## src/rtl/toe_pkg.sv

```systemverilog
// Shared constants, codes and types of the topological order engine.
`default_nettype none
package toe_pkg;

   localparam int NODES  = 16;
   localparam int NODE_W = 4;
   localparam int CNT_W  = 5;

   typedef enum logic [1:0] {
      FUNC_ADD   = 2'd0,
      FUNC_CLEAR = 2'd1,
      FUNC_SORT  = 2'd2
   } func_type;

   typedef enum logic [3:0] {
      ST_IDLE,
      ST_INDEG,
      ST_MARK,
      ST_SCAN,
      ST_FETCH,
      ST_APPLY,
      ST_EMIT,
      ST_CYCLE,
      ST_EMPTY
   } state_type;

   typedef struct packed {
      logic start;
      logic shift;
      logic mark;
      logic apply;
      logic clear_edges;
   } cell_ctl_type;

endpackage
`default_nettype wire

```

## src/rtl/toe_cell.sv

```systemverilog
// One node cell: its adjacency row, in-degree counter and ready flag on a ring.
`default_nettype none
module toe_cell (
   input  logic                        clock,
   input  logic                        reset,
   input  toe_pkg::cell_ctl_type       ctl,
   input  logic [toe_pkg::NODE_W-1:0]  col_index,
   input  logic                        active,
   input  logic                        take,
   input  logic                        dec,
   input  logic [toe_pkg::NODES-1:0]   add_mask,
   input  logic [toe_pkg::NODES-1:0]   ring_row_in,
   input  logic                        ring_tag_in,
   output logic [toe_pkg::NODES-1:0]   ring_row_out,
   output logic                        ring_tag_out,
   output logic                        fresh
);
   import toe_pkg::*;

   logic [NODES-1:0] row_ff, row_in;
   logic             tag_ff, tag_in;
   logic [CNT_W-1:0] pend_ff, pend_in;
   logic             fresh_ff, fresh_in;

   always_comb begin
      row_in   = row_ff;
      tag_in   = tag_ff;
      pend_in  = pend_ff;
      fresh_in = fresh_ff;
      if (ctl.clear_edges) begin
         row_in = '0;
      end else if (ctl.shift) begin
         row_in = ring_row_in;
      end else begin
         row_in = row_ff | add_mask;
      end
      if (ctl.start) begin
         // The row held here belongs to this node; it counts only if the node is in range.
         tag_in   = active;
         pend_in  = '0;
         fresh_in = 1'b0;
      end else if (ctl.shift) begin
         tag_in = ring_tag_in;
         if (active && tag_ff && row_ff[col_index]) begin
            pend_in = pend_ff + CNT_W'(1);
         end
      end else if (ctl.mark) begin
         fresh_in = active && (pend_ff == '0);
      end else if (ctl.apply) begin
         if (active && dec && (pend_ff != '0)) begin
            pend_in = pend_ff - CNT_W'(1);
            if (pend_ff == CNT_W'(1)) begin
               fresh_in = 1'b1;
            end
         end
      end else if (take) begin
         fresh_in = 1'b0;
      end
   end

   always_ff @(posedge clock) begin
      if (reset) begin
         row_ff   <= '0;
         tag_ff   <= 1'b0;
         pend_ff  <= '0;
         fresh_ff <= 1'b0;
      end else begin
         row_ff   <= row_in;
         tag_ff   <= tag_in;
         pend_ff  <= pend_in;
         fresh_ff <= fresh_in;
      end
   end

   assign ring_row_out = row_ff;
   assign ring_tag_out = tag_ff;
   assign fresh        = fresh_ff;

endmodule
`default_nettype wire

```

## src/rtl/toe_queue.sv

```systemverilog
// First-in first-out queue of ready node indices with a registered read port.
`default_nettype none
module toe_queue (
   input  logic                        clock,
   input  logic                        reset,
   input  logic                        clear,
   input  logic                        push,
   input  logic [toe_pkg::NODE_W-1:0]  push_data,
   input  logic                        pop,
   output logic [toe_pkg::NODE_W-1:0]  pop_data,
   output logic                        empty
);
   import toe_pkg::*;

   logic [NODE_W-1:0] mem [NODES];
   logic [NODE_W-1:0] rd_ff;
   logic [CNT_W-1:0]  head_ff, head_in;
   logic [CNT_W-1:0]  tail_ff, tail_in;

   always_comb begin
      head_in = head_ff;
      tail_in = tail_ff;
      if (clear) begin
         head_in = '0;
         tail_in = '0;
      end else begin
         if (push && (tail_ff < CNT_W'(NODES))) begin
            tail_in = tail_ff + CNT_W'(1);
         end
         if (pop) begin
            head_in = head_ff + CNT_W'(1);
         end
      end
   end

   always_ff @(posedge clock) begin
      if (reset) begin
         head_ff <= '0;
         tail_ff <= '0;
      end else begin
         head_ff <= head_in;
         tail_ff <= tail_in;
      end
   end

   always_ff @(posedge clock) begin
      if (push && !clear && (tail_ff < CNT_W'(NODES))) begin
         mem[tail_ff[NODE_W-1:0]] <= push_data;
      end
      if (pop) begin
         rd_ff <= mem[head_ff[NODE_W-1:0]];
      end
   end

   assign pop_data = rd_ff;
   assign empty    = (head_ff == tail_ff);

endmodule
`default_nettype wire

```

## src/rtl/topological_order_engine.sv

```systemverilog
// Topological order engine: edge loading and Kahn sort over a ring of node cells.
// Edge add and clear beats are taken only in the idle state and return nothing.
// A sort starts the cells, shifts the rows round the ring to count in-degrees, marks the
// ready nodes and scans them into the queue; each emitted node then takes a fetch, an apply, a scan and an emit.
// A full sort is paced by the scan, and an emit waits while the output register is full.
// Reset clears all edges, sets node_count to 16 and empties the output register.
`default_nettype none
module topological_order_engine (
   input  logic                        clock,
   input  logic                        reset,
   input  logic                        req_valid,
   output logic                        req_ready,
   input  logic [1:0]                  req_func,
   input  logic [toe_pkg::NODE_W-1:0]  req_first_node,
   input  logic [toe_pkg::NODE_W-1:0]  req_second_node,
   output logic                        rsp_valid,
   input  logic                        rsp_ready,
   output logic [toe_pkg::NODE_W-1:0]  rsp_node_index,
   output logic                        rsp_node_valid,
   output logic                        rsp_cycle_found,
   output logic                        rsp_last,
   input  logic                        csr_valid,
   output logic                        csr_ready,
   input  logic [toe_pkg::CNT_W-1:0]   csr_data
);
   import toe_pkg::*;

   state_type         state_ff, state_in;
   logic [NODE_W-1:0] k_ff, k_in;
   logic [NODE_W-1:0] p_ff, p_in;
   logic              first_ff, first_in;
   logic [CNT_W-1:0]  emitted_count_ff, emitted_count_in;
   logic [NODE_W-1:0] cur_ff, cur_in;
   logic [CNT_W-1:0]  node_count_ff;

   logic [CNT_W-1:0]  n_eff;
   logic              req_accept;
   logic              add_en;
   logic [NODES-1:0]  b_onehot;
   cell_ctl_type      ctl;

   logic [NODES-1:0]  cell_row [NODES];
   logic [NODES-1:0]  cell_tag;
   logic [NODES-1:0]  cell_fresh;
   logic [NODES-1:0]  cur_row;
   logic              scan_en;

   logic              q_clear, q_push, q_pop, q_empty;
   logic [NODE_W-1:0] q_pop_data;

   logic              slot_free, sort_done, last_scan;
   logic              rsp_load;
   logic [NODE_W-1:0] load_index;
   logic              load_valid, load_cycle, load_last;

   logic              rsp_valid_ff, rsp_valid_in;
   logic [NODE_W-1:0] rsp_index_ff;
   logic              rsp_nvalid_ff, rsp_cycle_ff, rsp_last_ff;

   assign n_eff      = (node_count_ff > CNT_W'(NODES)) ? CNT_W'(NODES) : node_count_ff;
   assign req_ready  = (state_ff == ST_IDLE);
   assign csr_ready  = (state_ff == ST_IDLE);
   assign req_accept = req_valid && req_ready;
   assign add_en     = req_accept && (req_func == FUNC_ADD)
                       && ({1'b0, req_first_node} < n_eff)
                       && ({1'b0, req_second_node} < n_eff);
   assign b_onehot   = NODES'(1) << req_second_node;
   assign cur_row    = cell_row[q_pop_data];
   assign slot_free  = !rsp_valid_ff || rsp_ready;
   assign sort_done  = ((emitted_count_ff + CNT_W'(1)) == n_eff);
   assign last_scan  = ({1'b0, p_ff} == (n_eff - CNT_W'(1)));

   // Rows travel from each cell to the next one; sixteen shifts bring every row home.
   for (genvar i = 0; i < NODES; i++) begin : g_cell
      toe_cell u_cell (
         .clock        (clock),
         .reset        (reset),
         .ctl          (ctl),
         .col_index    (NODE_W'(i)),
         .active       (CNT_W'(i) < n_eff),
         .take         (scan_en && (p_ff == NODE_W'(i))),
         .dec          (cur_row[i]),
         .add_mask     ((add_en && (req_first_node == NODE_W'(i))) ? b_onehot : '0),
         .ring_row_in  (cell_row[(i + NODES - 1) % NODES]),
         .ring_tag_in  (cell_tag[(i + NODES - 1) % NODES]),
         .ring_row_out (cell_row[i]),
         .ring_tag_out (cell_tag[i]),
         .fresh        (cell_fresh[i])
      );
   end

   toe_queue u_queue (
      .clock     (clock),
      .reset     (reset),
      .clear     (q_clear),
      .push      (q_push),
      .push_data (p_ff),
      .pop       (q_pop),
      .pop_data  (q_pop_data),
      .empty     (q_empty)
   );

   always_comb begin
      state_in         = state_ff;
      k_in             = k_ff;
      p_in             = p_ff;
      first_in         = first_ff;
      emitted_count_in = emitted_count_ff;
      cur_in           = cur_ff;
      ctl              = '0;
      q_clear          = 1'b0;
      q_push           = 1'b0;
      q_pop            = 1'b0;
      scan_en          = 1'b0;
      rsp_load         = 1'b0;
      load_index       = '0;
      load_valid       = 1'b0;
      load_cycle       = 1'b0;
      load_last        = 1'b0;
      case (state_ff)
         ST_IDLE: begin
            if (req_accept) begin
               case (req_func)
                  FUNC_CLEAR: begin
                     ctl.clear_edges = 1'b1;
                  end
                  FUNC_SORT: begin
                     ctl.start        = 1'b1;
                     q_clear          = 1'b1;
                     emitted_count_in = '0;
                     k_in             = '0;
                     state_in         = (n_eff == '0) ? ST_EMPTY : ST_INDEG;
                  end
                  default: ;
               endcase
            end
         end
         ST_INDEG: begin
            ctl.shift = 1'b1;
            k_in      = k_ff + NODE_W'(1);
            if (k_ff == NODE_W'(NODES - 1)) begin
               state_in = ST_MARK;
            end
         end
         ST_MARK: begin
            ctl.mark = 1'b1;
            p_in     = '0;
            first_in = 1'b1;
            state_in = ST_SCAN;
         end
         ST_SCAN: begin
            // Ascending walk so that nodes freed together enter the queue by index.
            scan_en = 1'b1;
            q_push  = cell_fresh[p_ff];
            p_in    = p_ff + NODE_W'(1);
            if (last_scan) begin
               state_in = first_ff ? ST_FETCH : ST_EMIT;
            end
         end
         ST_FETCH: begin
            if (q_empty) begin
               state_in = ST_CYCLE;
            end else begin
               q_pop    = 1'b1;
               state_in = ST_APPLY;
            end
         end
         ST_APPLY: begin
            ctl.apply = 1'b1;
            cur_in    = q_pop_data;
            p_in      = '0;
            first_in  = 1'b0;
            state_in  = ST_SCAN;
         end
         ST_EMIT: begin
            if (slot_free) begin
               rsp_load         = 1'b1;
               load_index       = cur_ff;
               load_valid       = 1'b1;
               load_last        = q_empty && sort_done;
               emitted_count_in = emitted_count_ff + CNT_W'(1);
               if (!q_empty) begin
                  state_in = ST_FETCH;
               end else if (sort_done) begin
                  state_in = ST_IDLE;
               end else begin
                  state_in = ST_CYCLE;
               end
            end
         end
         ST_CYCLE: begin
            if (slot_free) begin
               rsp_load   = 1'b1;
               load_cycle = 1'b1;
               load_last  = 1'b1;
               state_in   = ST_IDLE;
            end
         end
         ST_EMPTY: begin
            if (slot_free) begin
               rsp_load  = 1'b1;
               load_last = 1'b1;
               state_in  = ST_IDLE;
            end
         end
         default: begin
            state_in = ST_IDLE;
         end
      endcase
   end

   always_comb begin
      rsp_valid_in = rsp_valid_ff;
      if (rsp_load) begin
         rsp_valid_in = 1'b1;
      end else if (rsp_ready) begin
         rsp_valid_in = 1'b0;
      end
   end

   always_ff @(posedge clock) begin
      if (reset) begin
         state_ff         <= ST_IDLE;
         k_ff             <= '0;
         p_ff             <= '0;
         first_ff         <= 1'b0;
         emitted_count_ff <= '0;
         cur_ff           <= '0;
         node_count_ff    <= CNT_W'(NODES);
         rsp_valid_ff     <= 1'b0;
      end else begin
         state_ff         <= state_in;
         k_ff             <= k_in;
         p_ff             <= p_in;
         first_ff         <= first_in;
         emitted_count_ff <= emitted_count_in;
         cur_ff           <= cur_in;
         rsp_valid_ff     <= rsp_valid_in;
         if (csr_valid && csr_ready) begin
            node_count_ff <= csr_data;
         end
      end
   end

   always_ff @(posedge clock) begin
      if (rsp_load) begin
         rsp_index_ff  <= load_index;
         rsp_nvalid_ff <= load_valid;
         rsp_cycle_ff  <= load_cycle;
         rsp_last_ff   <= load_last;
      end
   end

   assign rsp_valid       = rsp_valid_ff;
   assign rsp_node_index  = rsp_index_ff;
   assign rsp_node_valid  = rsp_nvalid_ff;
   assign rsp_cycle_found = rsp_cycle_ff;
   assign rsp_last        = rsp_last_ff;

   a_cycle_only_if_incomplete: assert property (@(posedge clock) disable iff (reset)
      (state_ff == ST_CYCLE) |-> (emitted_count_ff != n_eff))
      else $error("cycle beat while every node was already emitted");

   a_load_into_free_slot: assert property (@(posedge clock) disable iff (reset)
      rsp_load |-> (!rsp_valid_ff || rsp_ready))
      else $error("output register overwritten before its beat was taken");

   a_emitted_bounded: assert property (@(posedge clock) disable iff (reset)
      (state_ff != ST_IDLE) |-> (emitted_count_ff <= n_eff))
      else $error("more nodes emitted than take part in the graph");

   a_popped_node_taken: assert property (@(posedge clock) disable iff (reset)
      (state_ff == ST_APPLY) |-> !cell_fresh[q_pop_data])
      else $error("popped node still flagged as waiting for the queue");

endmodule
`default_nettype wire

```

## config.mk

```make
export PLATFORM = sky130hd
export DESIGN_NAME = topological_order_engine
export DESIGN_NICKNAME = d
export VERILOG_FILES = /design/src/rtl/toe_pkg.sv /design/src/rtl/toe_cell.sv /design/src/rtl/toe_queue.sv /design/src/rtl/topological_order_engine.sv
export SDC_FILE = /design/constraint.sdc
export NUM_CORES = 1
export LEC_CHECK = 0
export BUFFER_PORTS_ARGS = -buffer_cell sky130_fd_sc_hd__buf_4
export CAP_MARGIN = 5
export CORE_ASPECT_RATIO = 0.7
export CORE_MARGIN = 2
export CORE_UTILIZATION = 40
export CTS_BUF_LIST = sky130_fd_sc_hd__clkbuf_4
export CTS_CLUSTER_DIAMETER = 200
export CTS_CLUSTER_SIZE = 25
export DETAILED_ROUTE_END_ITERATION = 12
export PLACE_DENSITY_LB_ADDON = 0.15
export SYNTH_ARGS = -nofsm -noshare
export SYNTH_HDL_FRONTEND = slang
export SYNTH_SLANG_ARGS = --single-unit
```

## constraint.sdc

```tcl
create_clock -name clock -period 6.8 [get_ports clock]
set_input_delay 0.68 -clock clock [delete_from_list [all_inputs] [get_ports clock]]
set_output_delay 0.68 -clock clock [all_outputs]
set_load 0.05 [all_outputs]
```

==> results.ini, run 1 <==
[status]
status = finished, final reports clean

[synthesis]
yosysWarnings = 0
syn_inst = 2536
synth_fa_ha_area_share_pct = 4.31
synth_mux_area_share_pct = 8.91
syn_avg_cell_area_um2 = 9.61
synth.cell_area_um2 = 24400
yosysUniqueCellTypes = 95
yosys_register_bits = 481
synth_top_family_by_area = compound AO/OA/AOI/OAI gates
synth-edff-count = 75
synth-seq-area-share_pct = 42.6
synth.area.top_cells = dfxtp_1 (33%), edfxtp_1 (9.2%), a22oi_1 (8.3%), mux4_2 (5.5%), o21ai_1 (5.4%)
ys.flop_type = dfxtp_1
synth_largest_area_cell = dfxtp_1
synth_xor_area_share_pct = 2.01
synth-simple-area-share_pct = 13.0
synth_compound_area_share_pct = 24.2
yosys.area.top_type_share_pct = 33.3
synthesis.nets = 2639
postSynth.asyncResetShare_pct = 0

[cts]
clk_pin_slew_worst_paths_ns = 0.28
ctsResizeCount = 0
clockBufferDepth = 3
clk_latency_ns = 0.94
cts_tree = yes
cts_buffers = 23
clock-sinks = 481
cts_post_setup_buffers_inserted = 0
cts-root-buf = clkbuf_4
cts_max_level = 1

[die]
die_h_um = 211
die_w_um = 299
rows = 75
design.portCount = 30
dieArea_um2 = 63000
core-area_um2 = 60100
initial_utilization_pct = 40.6

[timing]
skew_ns = 0.124
setup_ws_ns = 2.53
slew_violations = 0
setup_viol = 0
worstMarginPinSlew_ns = 1.32
max_freq_mhz = 234
setup-tns-final_ns = 0
finalHoldViolations = 0
period_share_pct = 62.7
fin_crit_ns = 4.27
relSlewSlack_pct = 11.6
rsz0062_at_grt = false

[finish]
final_util_pct = 42.1
layout-drive-gt1-share_pct = 8.85
stdcell_area_um2 = 25300
fillers = 5866
areaGrowthSynthToFinish_pct = 3.62
layout_common_cells = dfxtp_1 (406), a22oi_1 (268), o21ai_1 (261)
layout.nets = 2537
layout_commonest_cell = dfxtp_1

[critical_path]
cp.arrival_ns = 5.05
r2r-start = state_ff[2]
start_kind = flop
required_ns = 7.59
critPathMaxFanout = 61
critPathKind = reg -> reg
crit_path_end_kind = flop
cp-startpoint = state_ff[2]

[route]
drt_first_pass_iters = 8
ant_nets = 0
drtIter0Drc = 2265
drc = 0
wirelength_um = 78200
vias = 20300
routed_via_density = 6.25
routedWlPerCell_um = 24.1

[global_route]
grt_overflow = 0
grt_pass1_vias = 18600
grt_start_max_net_pins = 139
antenna_found_initial = 3
grt_pass1_wl_um = 119000
gr-usage-all-layers_pct = 24.4

[power_and_ir_drop]
ir_worst_vdd_uv = 157
powerDensity_nw_per_um2 = 205
p_leak_nw = 8.08
design_power_total_mw = 5.17

[worst_hold_path]
hold_start = csr_valid
hold_path_class = in -> reg

[placement]
place.gp.congestion = 0.875
hpwl_um = 54300
port_buffers = 29
dpl_worst_slack_ns = 2.74
postPlaceCellArea_um2 = 24900

[flow_run]
drv_cap = 0

what timing repair did:
item	in CTS	in global routing
setup endpoints to repair	0	0
hold endpoints to repair	5	0
hold buffers	10	0
synthesized netlist by cell type, types with 8 or more instances:
| library cell | number |
|---|---|
| and2_1 | 11 |
| a311oi_1 | 21 |
| mux2_2 | 10 |
| o31ai_1 | 21 |
| xor2_1 | 13 |
| clkbuf_1 | 115 |
| a211oi_1 | 17 |
| buf_2 | 32 |
| dfxtp_1 | 406 |
| o211ai_1 | 10 |
| and3_1 | 22 |
| mux2i_1 | 64 |
| buf_1 | 12 |
| nor2_1 | 122 |
| ha_1 | 83 |
| a41oi_1 | 9 |
| inv_1 | 44 |
| edfxtp_1 | 75 |
| o21ai_1 | 261 |
| a31o_1 | 10 |
| nand2b_1 | 28 |
| o21ai_0 | 51 |
| o31a_1 | 9 |
| or3_1 | 24 |
| a21oi_1 | 92 |
| nor4_1 | 14 |
| xnor2_1 | 43 |
| a21boi_0 | 9 |
| nor3_1 | 57 |
| nor2b_1 | 9 |
| nand2_1 | 235 |
| nand4_1 | 32 |
| nand3_1 | 46 |
| buf_6 | 31 |
| or4_1 | 12 |
| a22oi_1 | 268 |
| buf_4 | 8 |
| a31oi_1 | 14 |
| mux4_2 | 60 |
sequential cells by signal, summed over array words and instances (netlist names):
signal,flops
state_ff,4
u_queue.head_ff,5
u_queue.mem,64
p_ff,4
u_queue.tail_ff,5
rsp_node_valid,1
u_queue.pop_data,4
g_cell.u_cell.pend_ff,80
emitted_count_ff,5
rsp_valid,1
node_count_ff,5
k_ff,4
rsp_node_index,4
cur_ff,4
rsp_cycle_found,1
rsp_last,1
g_cell.u_cell.ring_tag_out,16
g_cell.u_cell.ring_row_out,256
first_ff,1
g_cell.u_cell.fresh,16
report_power, final:
group | internal (mW) | leakage (nW) | switching, mW
Combinational | 0.266 | 3.98 | 0.756
Sequential | 2.94 | 3.96 | 0.0973
Clock | 0.202 | 0.143 | 0.912
Total | 3.41 | 8.08 | 1.77
worst paths after layout:
check                                endpoint  slack, ns  depth (start not counted)
max              g_cell[12].u_cell.pend_ff[4]       2.53                          6
min                          node_count_ff[0]       0.11                          4
max reg2reg      g_cell[12].u_cell.pend_ff[4]       2.53                          6
min reg2reg  g_cell[7].u_cell.ring_row_out[2]       0.47                          2
logic make-up after synthesis:
family / after synthesis
DFF: 481
xor gates and xnor gates: 56
buffers and inverters: 245
AOI/OAI and AO/OA: 879
adders and majority gates: 84
and+or+nand+nor: 651
muxes: 140
per-stage QoR:
stage	hold WS, ns	cells
final	0.111	3250
after floorplan	0.432	2536
after global placement	0.443	3207
after CTS	0.0383	3248
after detailed placement	0.453	3207
after global routing	0.0823	3249
worst max-delay path: stages, from the launching register on:
cell	delay (ns)
dfxtp_1	0.66
nor4_4	0.87
nand2_1	0.80
nand2b_4	0.87
buf_4	0.48
nor2_1	0.07
a31o_2	0.24
metal layers:
metal	global-route usage, %	share of wire (%)	up-vias	routed length (um)
met5	0	0.16	-	123
li1	-	-	9343	-
met1	39.1	49	10100	38400
met3	4.93	9.2	86	7200
met2	33.1	39	829	30900
met4	4.95	2.1	4	1630
layout make-up:
class / instances / area [um^2] / area share [%]
multi-input cells: 1810 / 12900 / 50.9
flip-flops and latches: 481 / 10400 / 41.1
well taps: 808 / 1010 / 4.00
repair buffers: 72 / 591 / 2.34
clock buffers: 29 / 218 / 0.862
inverters: 46 / 173 / 0.683
clock inverters: 2 / 27.5 / 0.109
diodes: 2 / 5.00 / 0.0198
(Power assumes the default switching activity.)
==> run 2: changes to the inputs <==
==> constraint.sdc (replaced) <==
create_clock -name clock -period 3.44 [get_ports clock]
set_input_delay 0.344 -clock clock [delete_from_list [all_inputs] [get_ports clock]]
set_output_delay 0.344 -clock clock [all_outputs]
set_load 0.05 [all_outputs]
==> results.ini, run 2 (synthesis gave the netlist of run 1 again) <==
[die]
dieArea_um2 = 63000  ; unchanged
rows = 75  ; unchanged
core-area_um2 = 60100  ; unchanged
die_w_um = 299  ; unchanged
die_h_um = 211  ; unchanged
design.portCount = 30  ; unchanged
initial_utilization_pct = 40.6  ; unchanged

[route]
drtIter0Drc = 2420  ; +6.8%
wirelength_um = 80500  ; +2.9%
vias = 20700  ; +1.9%
routed_via_density = 6.20  ; -0.76%
drt_first_pass_iters = 6  ; -2
drc = 0  ; unchanged
ant_nets = 0  ; unchanged
routedWlPerCell_um = 24.1  ; +0.23%

[placement]
port_buffers = 29  ; unchanged
hpwl_um = 57200  ; +5.3%
dpl_worst_slack_ns = 0.213  ; -2.53 ns
place.gp.congestion = 0.928  ; +6.1%

[finish]
layout.nets = 2624  ; +3.4%
final_util_pct = 43.5  ; +1.4 points
layout-drive-gt1-share_pct = 11.4  ; +2.5 points
largest_reg_flops = 256  ; unchanged
seqCellArea_um2 = 10400  ; unchanged
fillers = 5819  ; -0.80%
layout_commonest_cell = dfxtp_1
areaGrowthSynthToFinish_pct = 7.08
layout_common_cells = dfxtp_1 (406), a22oi_1 (268), o21ai_1 (261)
multi_input_area_um2 = 12900  ; +0.12%

[critical_path]
r2r-start = u_queue.pop_data[2]
required_ns = 4.23  ; -3.36 ns
critPathMaxFanout = 11  ; -82%
start_kind = flop
rrSetupSlack_ns = 0.20  ; -2.33 ns
cp-startpoint = u_queue.pop_data[2]
reg2regPathDepth = 8  ; +2
cp.arrival_ns = 4.03  ; -1.02 ns
r2r_end = g_cell[11].u_cell.pend_ff[4]
crit_path_end = g_cell[11].u_cell.pend_ff[4]
critPathKind = reg -> reg
crit_path_end_kind = flop

[timing]
skew_ns = 0.149  ; +0.0258 ns
setup_viol = 0  ; unchanged
setup_ws_ns = 0.200  ; -2.33 ns
period_share_pct = 94.2  ; +31 points
rsz0062_at_grt = false
max_freq_mhz = 309  ; +32%
worstMarginPinSlew_ns = 1.27  ; -0.0461 ns
slew_violations = 0  ; unchanged
relSlewSlack_pct = 15.0  ; +3.5 points
finalHoldViolations = 0  ; unchanged
setup-tns-final_ns = 0  ; unchanged
fin_crit_ns = 3.24  ; -1.03 ns

[cts]
clk_latency_ns = 0.95  ; about the same
clockBufferDepth = 3  ; unchanged
clk_pin_slew_worst_paths_ns = 0.30  ; +0.02 ns
cts-root-buf = clkbuf_4
cts_buffers = 23  ; unchanged
clock-sinks = 481  ; unchanged
cts_max_level = 1  ; unchanged
cts_tree = yes

[global_route]
grt_pass1_wl_um = 122000  ; +2.2%
met3_usage_pct = 5.83  ; +0.91 points
busiest_layer = met1
antenna_found_initial = 2  ; -1
grt_pass1_vias = 19100  ; +2.3%
use_met1_pct = 38.9  ; -0.23 points
met2_usage_pct = 35.1  ; +2.0 points
gr-usage-all-layers_pct = 25.0  ; +0.59 points
grt_overflow = 0  ; unchanged
grt_start_max_net_pins = 97  ; -30%

[status]
status = finished, final reports clean

[power_and_ir_drop]
powerDensity_nw_per_um2 = 400  ; +95%
p_leak_nw = 8.54  ; +5.7%
ir_worst_vdd_uv = 334  ; +110%

[worst_hold_path]
hold_path_class = in -> reg

[flow_run]
drv_cap = 0  ; unchanged

-- run 2: per-layer routing --
layer | up-vias | routed length [um] | part of all wire [%]
met4 | 0 | 1490 | 1.9
met3 | 89 | 7920 | 9.8
met5 | - | 0 | 0
li1 | 9525 | - | -
met1 | 10200 | 38600 | 48
met2 | 874 | 32500 | 40
-- run 2: power breakdown --
part,switching (mW),internal (mW)
registers,0.135,5.82
logic,1.58,0.690
clock network,1.81,0.411
-- run 2: what timing repair did --
item	CTS	global route
hold buffers	27	0
endpoints found under the setup margin	0	6
resized for setup	0	3
hold endpoints to repair	116	0
setup buffers	0	0
-- run 2: per-stage QoR --
stage / power (mW) / cell area (um^2) / hold WS (ns) / cells
final: 10.4 / 26100 / 0.0801 / 3338
after CTS: 10.5 / 26100 / 0.00815 / 3336
after floorplan: 7.43 / 24400 / 0.432 / 2536
after global routing: 10.9 / 26100 / 0.102 / 3338
after detailed placement: 8.22 / 25600 / 0.446 / 3277
after global placement: 8.19 / 25600 / 0.445 / 3277
-- run 2: area by class of cell --
cell class | instances | share of cell area, %
Clock buffer | 30 | 0.863
Sequential cell | 481 | 39.8
Clock inverter | 2 | 0.105
Inverter | 46 | 0.661
Timing Repair Buffer | 159 | 5.41
Multi-Input combinational cell | 1810 | 49.3
Antenna cell | 2 | 0.0192
Tap cell | 808 | 3.87
-- run 2: worst min path at each step --
stage | startpoint | to | slack, ns | cells after the start
after floorplan | cur_ff[0] | cur_ff[0] | 0.43 | 2
after CTS | req_valid | state_ff[3] | 0.008 | 6
after global routing | req_valid | g_cell[2].u_cell.pend_ff[3] | 0.10 | 5
final | req_valid | state_ff[3] | 0.08 | 6
after global placement | cur_ff[3] | cur_ff[3] | 0.45 | 2
after detailed placement | cur_ff[3] | cur_ff[3] | 0.45 | 2
-- run 2: worst max-delay path: stages (launching register included) --
cell and delay [ns]:
edfxtp_1 0.73, buf_4 0.30, buf_4 0.19, nor2_1 0.38
a221oi_1 0.27, a221oi_2 0.43, a31oi_2 0.23, or3_1 0.41
a21oi_1 0.15
